File: config.mk
export PLATFORM = sky130hd
export DESIGN_NAME = cnrf_ctrl
export DESIGN_NICKNAME = d
export VERILOG_FILES = /design/src/rtl/core/cnrf_pkg.sv /design/src/rtl/core/cnrf_ctrl.sv
export SDC_FILE = /design/constraint.sdc
export NUM_CORES = 1
export LEC_CHECK = 0
export BUFFER_PORTS_ARGS = -buffer_cell sky130_fd_sc_hd__buf_2
export CORE_AREA = 10 10 47 49
export CTS_CLUSTER_DIAMETER = 30
export DETAILED_ROUTE_END_ITERATION = 6
export DIE_AREA = 0 0 57 59
export HOLD_SLACK_MARGIN = 0.06
export REMOVE_ABC_BUFFERS = 1
export SETUP_SLACK_MARGIN = 0.4
export SLEW_MARGIN = 25
export SYNTH_ARGS = -nofsm -noshare
export SYNTH_HDL_FRONTEND = slang
export SYNTH_SLANG_ARGS = --single-unit
export TNS_END_PERCENT = 100
File: constraint.sdc
create_clock -name clk -period 1.4 [get_ports clk]
set_clock_uncertainty 0.2 [all_clocks]
set_input_delay 0.28 -clock clk [delete_from_list [all_inputs] [get_ports clk]]
set_output_delay 0.28 -clock clk [all_outputs]
set_load 0.05 [all_outputs]
File: src/rtl/core/cnrf_pkg.sv
`timescale 1ns / 1ps
`default_nettype none

package cnrf_pkg;

	// Canvas geometry
	localparam int CANVAS_SIZE = 216;
	localparam int ROW_BYTES   = (CANVAS_SIZE + 1) / 2;
	localparam int STORE_DEPTH = CANVAS_SIZE * ROW_BYTES;
	localparam int ADDR_W      = $clog2(STORE_DEPTH);
	localparam int COORD_W     = $clog2(CANVAS_SIZE + 1);

	// Word field widths
	localparam int IN_W    = 11;
	localparam int SUM_W   = IN_W + 1;
	localparam int NIB_W   = 4;
	localparam int BADDR_W = 15;
	localparam int KIND_W  = 2;
	localparam int DATA_W  = 8;

	// Command codes
	localparam logic ACT_FILL = 1'b0;
	localparam logic ACT_READ = 1'b1;

	// Acknowledge codes
	localparam logic [KIND_W-1:0] ACK_FILL_DONE  = 2'd0;
	localparam logic [KIND_W-1:0] ACK_FILL_EMPTY = 2'd1;
	localparam logic [KIND_W-1:0] ACK_READ_DATA  = 2'd2;

	typedef enum logic [2:0] {
		ST_IDLE,
		ST_CLIP,
		ST_SETUP,
		ST_WRITE,
		ST_RD_ISSUE,
		ST_DONE
	} cnrf_state_t;

	// Controller to datapath
	typedef struct packed {
		logic load;
		logic clip;
		logic setup;
		logic write;
		logic rd;
		logic push;
	} cnrf_cmd_t;

	// Datapath to controller
	typedef struct packed {
		logic is_read;
		logic empty;
		logic last_col;
		logic last_row;
		logic out_free;
	} cnrf_sts_t;

	// Clamp a signed coordinate into [0, CANVAS_SIZE]
	function automatic logic [COORD_W-1:0] clamp_coord(input logic signed [SUM_W-1:0] v);
		logic [COORD_W-1:0] r;
		if (v[SUM_W-1]) begin
			r = '0;
		end else if (v > $signed(SUM_W'(CANVAS_SIZE))) begin
			r = COORD_W'(CANVAS_SIZE);
		end else begin
			r = COORD_W'(v);
		end
		return r;
	endfunction

endpackage

`default_nettype wire

File: src/rtl/core/cnrf_ctrl.sv
`timescale 1ns / 1ps
`default_nettype none

module cnrf_ctrl (
	input  wire logic              clk,
	input  wire logic              arst_n,
	input  wire logic              in_valid,
	output logic                   in_ready,
	input  wire cnrf_pkg::cnrf_sts_t sts,
	output cnrf_pkg::cnrf_cmd_t    cmd
);

	cnrf_pkg::cnrf_state_t state_q, state_d;

	always_ff @(posedge clk or negedge arst_n) begin
		if (!arst_n) begin
			state_q <= cnrf_pkg::ST_IDLE;
		end else begin
			state_q <= state_d;
		end
	end

	// Next state
	always_comb begin
		state_d = state_q;
		unique case (state_q)
			cnrf_pkg::ST_IDLE: begin
				if (in_valid) state_d = cnrf_pkg::ST_CLIP;
			end
			cnrf_pkg::ST_CLIP: begin
				state_d = sts.is_read ? cnrf_pkg::ST_RD_ISSUE : cnrf_pkg::ST_SETUP;
			end
			cnrf_pkg::ST_SETUP: begin
				state_d = sts.empty ? cnrf_pkg::ST_DONE : cnrf_pkg::ST_WRITE;
			end
			cnrf_pkg::ST_WRITE: begin
				if (sts.last_col && sts.last_row) state_d = cnrf_pkg::ST_DONE;
			end
			cnrf_pkg::ST_RD_ISSUE: begin
				state_d = cnrf_pkg::ST_DONE;
			end
			cnrf_pkg::ST_DONE: begin
				if (sts.out_free) state_d = cnrf_pkg::ST_IDLE;
			end
			default: state_d = cnrf_pkg::ST_IDLE;
		endcase
	end

	// Outputs
	always_comb begin
		cmd      = '0;
		in_ready = 1'b0;
		unique case (state_q)
			cnrf_pkg::ST_IDLE: begin
				in_ready = 1'b1;
				cmd.load = in_valid;
			end
			cnrf_pkg::ST_CLIP:     cmd.clip  = 1'b1;
			cnrf_pkg::ST_SETUP:    cmd.setup = 1'b1;
			cnrf_pkg::ST_WRITE:    cmd.write = 1'b1;
			cnrf_pkg::ST_RD_ISSUE: cmd.rd    = 1'b1;
			cnrf_pkg::ST_DONE:     cmd.push  = sts.out_free;
			default: ;
		endcase
	end

	// Write loop only runs for a non-empty fill
	a_write_not_empty: assert property (@(posedge clk) disable iff (!arst_n)
		(state_q == cnrf_pkg::ST_WRITE) |-> (!sts.empty && !sts.is_read))
		else $error("write loop on empty fill or read");

	// A read always takes the issue step right after clipping
	a_read_path: assert property (@(posedge clk) disable iff (!arst_n)
		(state_q == cnrf_pkg::ST_RD_ISSUE) |=> (state_q == cnrf_pkg::ST_DONE))
		else $error("read issue not followed by done");

	// Only one item in flight: accept only from idle
	a_accept_idle: assert property (@(posedge clk) disable iff (!arst_n)
		(in_valid && in_ready) |=> (state_q == cnrf_pkg::ST_CLIP))
		else $error("accepted word did not start clipping");

endmodule

`default_nettype wire

== Word-level counts from Yosys, hierarchy flattened ==
Cells that the tools add are included.
W data, S select, Z words.
Word-level totals
  memories: 0
  word-level logic and storage cells: 25
  flip-flop bits (word level): 3
  input port bits: 8
  memory bits (read-only): 0
  RAM bits: 0
  latch bits: 0
Cells by class
  multiplexer cells: 13
  reduce and logical (&&, ||, !) cells: 3
  shift-type cells: 0
  $mul: 0
  div/mod/pow operators: 0
  $add $sub $neg: 0
  bitwise gates (word level): 0
  $lt $le $gt $ge: 0
  eq/ne operators: 8
Operator list (number)
  $pmux W3 S6: 1
  $mux W3: 5
  $mux W1: 7
  $eq A3 B2 Y1 const B: 2
  $eq A3 B3 Y1 const B: 2
  $ne A2 B2 Y1 const B: 3
  $eq A3 B1 Y1 const B: 1
  $logic_not A3 Y1: 1
  $reduce_and A3 Y1: 1
  $logic_and A1 B1 Y1: 1

== Logic depth before layout (Yosys ltp) ==
  depth after elaboration: 3
  depth in mapped cells: 4

== Least setup slack after synthesis ==
No wires, ideal clock.
  kind: reg-to-output
  start: reg state_q[2]
  end: out cmd[5] (netlist bit)
  required time: 0.920 ns
  path slack: -0.836 ns
  arrival: 1.756 ns
  path buffers: 1
  cell stages (with the launch flop): 4
  cells stage by stage: dfrtp_1 buf_2 nor3_2 and2_1
RTL lines
  start, declared: RTL line cnrf_ctrl.sv:13  | cnrf_pkg::cnrf_state_t state_q, state_d;
  start signal, assigned: RTL line cnrf_ctrl.sv:17  | state_q <= cnrf_pkg::ST_IDLE;
  start signal, assigned: RTL line cnrf_ctrl.sv:19  | state_q <= state_d;
  end, declared: RTL line cnrf_ctrl.sv:10  | output cnrf_pkg::cnrf_cmd_t cmd

==> summary.md <==
| Metric | Value |
|---|---|
| Die X | 57 um |
| Status | finished with violations |
| Post-Place Cells | 61 |
| Synth top area share | a little under a third |
| Post-synthesis register bit count | 3 |
| Chip height | 59 um |
| Max clock buf depth | 2 |
| Gr ovfl total | 0 |
| Min-Delay Endpoint | state_q[0] |
| Layout cells sized above 1 | 75.00% |
| Antenna diodes | 0 |
| Most flop-heavy register | state_q |
| Number of filler cells placed in the layout | 151 |
| Power Density | 2876 nW/um^2 |
| Pin count of the biggest net entering global routing | 8 |
| Mean Syn Cell Area | 8.327 sq um |
| CP max FO | 7 |
| Count of input and output buffers | 14 |
| Endpoints failing setup | 9 |
| Violated checks | setup timing |
| Biggest regs | state_q (3) |
| Synth cell types | 17 |
| Core area | 1401 sq um |
| Worst vdd ir | 1.494 mV |
| Met3 Track Usage GR | 3.863% |
| CP Class | flip-flop to output port |
| Placer congestion estimate | 0.7410 |
| Req. time, crit path | 920 ps |
| Mapped Area | 241.5 sq um |
| Vias | ~320 |
| Top Usage Layer GRT | met2 |
| FF-to-FF End | state_q[2] |
| Site Rows | 14 |
| Drc violations | 0 |
| Top cells by area, synth | dfrtp_1 (31%), nor3b_1 (12%), a21oi_1 (8.3%) |
| Met1 Use GR | 5.402% |
| Inserted Clock Buffers | 3 |
| CTS tree | yes |
| Commonest cells after routing, fill and taps aside | buf_4 (10), buf_2 (7), buf_6 (6), nor3b_2 (4) |
| Reg2reg setup slack | -130 ps |
| Final worst path period share | 121.9% |
| Util after Layout | roughly 37% |
| Starting DRT DRC Count | 6 |
| Met2 Use GR | 6.357% |
| Total wire length | about 900 um |
| Vias per inst | ~4.5 |
| IO Pins | 15 |
| Worst reg2reg path startpoint | state_q[1] |
| Worst-margin pin slew | ~220 ps |
| Global Route Usage Sum | under 10% |
| Max Transition Viols Final | 0 |
| RSZ-0062 raised after global routing | yes |
| Clock Latency Late Sink | approximately 230 ps |
| Maximum Capacitance Violations | 0 |
| Final Hold Vio Count | 0 |
| CP Capture Type | output port |
| Initial antenna violation count | 0 |
| CTS root buf | clkbuf_4 |
| Hold wc startpoint | in_valid |
| Max Freq | 0.5859 GHz |
| Data arrival, critical path | around 1200 ps |
| Final setup margin | -306.8 ps |
| Number of flip-flops in the largest register | 3 |
| Sequential share of the synthesized area | a little under a third |
| Nets | 65 |
| Post-Layout Cell Count | 72 |
| Starting Density | 17.23% |
| H-Tree Depth | 1 |
| HP Class | primary input to flip-flop |
| Max_slew headroom | between 80 and 90% |
| P&R area growth vs syn | 115.5% |
| Leakage power total | 0.0002482 uW |
| Wire per inst | 12.50 um |
| Number of routed nets with antenna violations | 0 |
| DRT Pass-1 Iters | 4 |
| Synth warnings | 0 |
| Area of the multi-input gates | 170.2 sq um |
| Synth area leader | dfrtp_1 |
| Worst reg-to-reg path cell count | 6 |
| Die footprint | 3363 sq um |
| Hold path depth | 3 |
| Clk pin slew, worst setup/hold paths | around 40 ps |
| First-pass GRT wire length | 1.269 mm |
| Number of global-route vias before repair | approximately 290 |
| Dpl hpwl | 624.8 um |
| Commonest non-fill, non-tap cell in the layout | buf_4 |
| CTS Sinks | 3 |
| Mapped Cells | 29 |
| Storage cell area | just under 80 sq um |
| Tmin final | 1707 ps |
| CP startpoint kind | flip-flop |
## critical path: stages, from the launching register on
cell and delay (ps):
dfrtp_2 450, nor3_4 230, and2_4 170, buf_8 130
## power by group
part | total (uW) | switching (uW) | internal (uW)
Combinational | 1100 | 561 | 541
Clock | 151 | 44.5 | 107
Sequential | 243 | 105 | 138
## logic make-up after synthesis
group           count (synthesis)  synth area share, %
compound gates                  8                22.28
simple gates                   13                34.71
flops                           3                31.09
buf+inv                         5                11.92
## timing repair
action | 4_1_cts | 5_1_grt
setup endpoints to repair | 10 | 10
pin swaps | 3 | 3
gates cloned | 0 | 0
gates resized for setup | 15 | 14
buffers inserted | 2 | 4
hold endpoints to repair | 3 | 0
hold buffers | 1 | 0
## cells in the mapped netlist
| library cell | n |
|---|---|
| nor3_1 | 1 |
| nor3b_1 | 4 |
| nand2_1 | 2 |
| nor3_2 | 1 |
| buf_6 | 1 |
| nand3_1 | 1 |
| o21ai_1 | 1 |
| inv_1 | 2 |
| buf_2 | 2 |
| dfrtp_1 | 3 |
| and2_1 | 1 |
| nor2_1 | 1 |
| a21oi_1 | 4 |
| or3_1 | 1 |
| a32o_2 | 1 |
| a21oi_2 | 2 |
| and4b_1 | 1 |
## cell type report
class	count	area share, %
inverters	2	1.442
well taps	16	3.846
flip-flops and latches	3	15.14
multi-input cells	21	32.69
repair buffers	26	41.83
clock buffers	4	5.048
## per-layer routing
metal / part of all wire (%) / wire (um)
met1: 46 / 413
met2: 42 / 382
met3: 8.9 / 80
met4: 2.6 / 23
met5: 0 / 0
## worst max path at each step
stage,from,endpoint,slack (ps),cells after the start
final,state_q[2],cmd[5],-310,3
after global routing,state_q[2],cmd[5],-380,3
after CTS,state_q[0],cmd[5],-300,3
after detailed placement,state_q[2],cmd[5],-150,3
after global placement,state_q[2],cmd[5],-120,3
after floorplan,state_q[0],cmd[2],-840,2
## through the flow
step                setup TNS, ps  area, sq um  hold WS, ps  total power, uW  worst slack, ps
floorplan                   -4733        220.2       -215.6            714.1           -840.0
global placement           -473.6        347.8       -118.2            956.5           -125.0
detailed placement         -494.7        347.8       -118.6            959.4           -145.5
CTS                         -1748        445.4        150.4             1270           -296.3
global route                -2539        520.5        159.3             1593           -376.2
finish                      -1918        520.5        149.4             1497           -306.8
(Power assumes the default switching activity.)
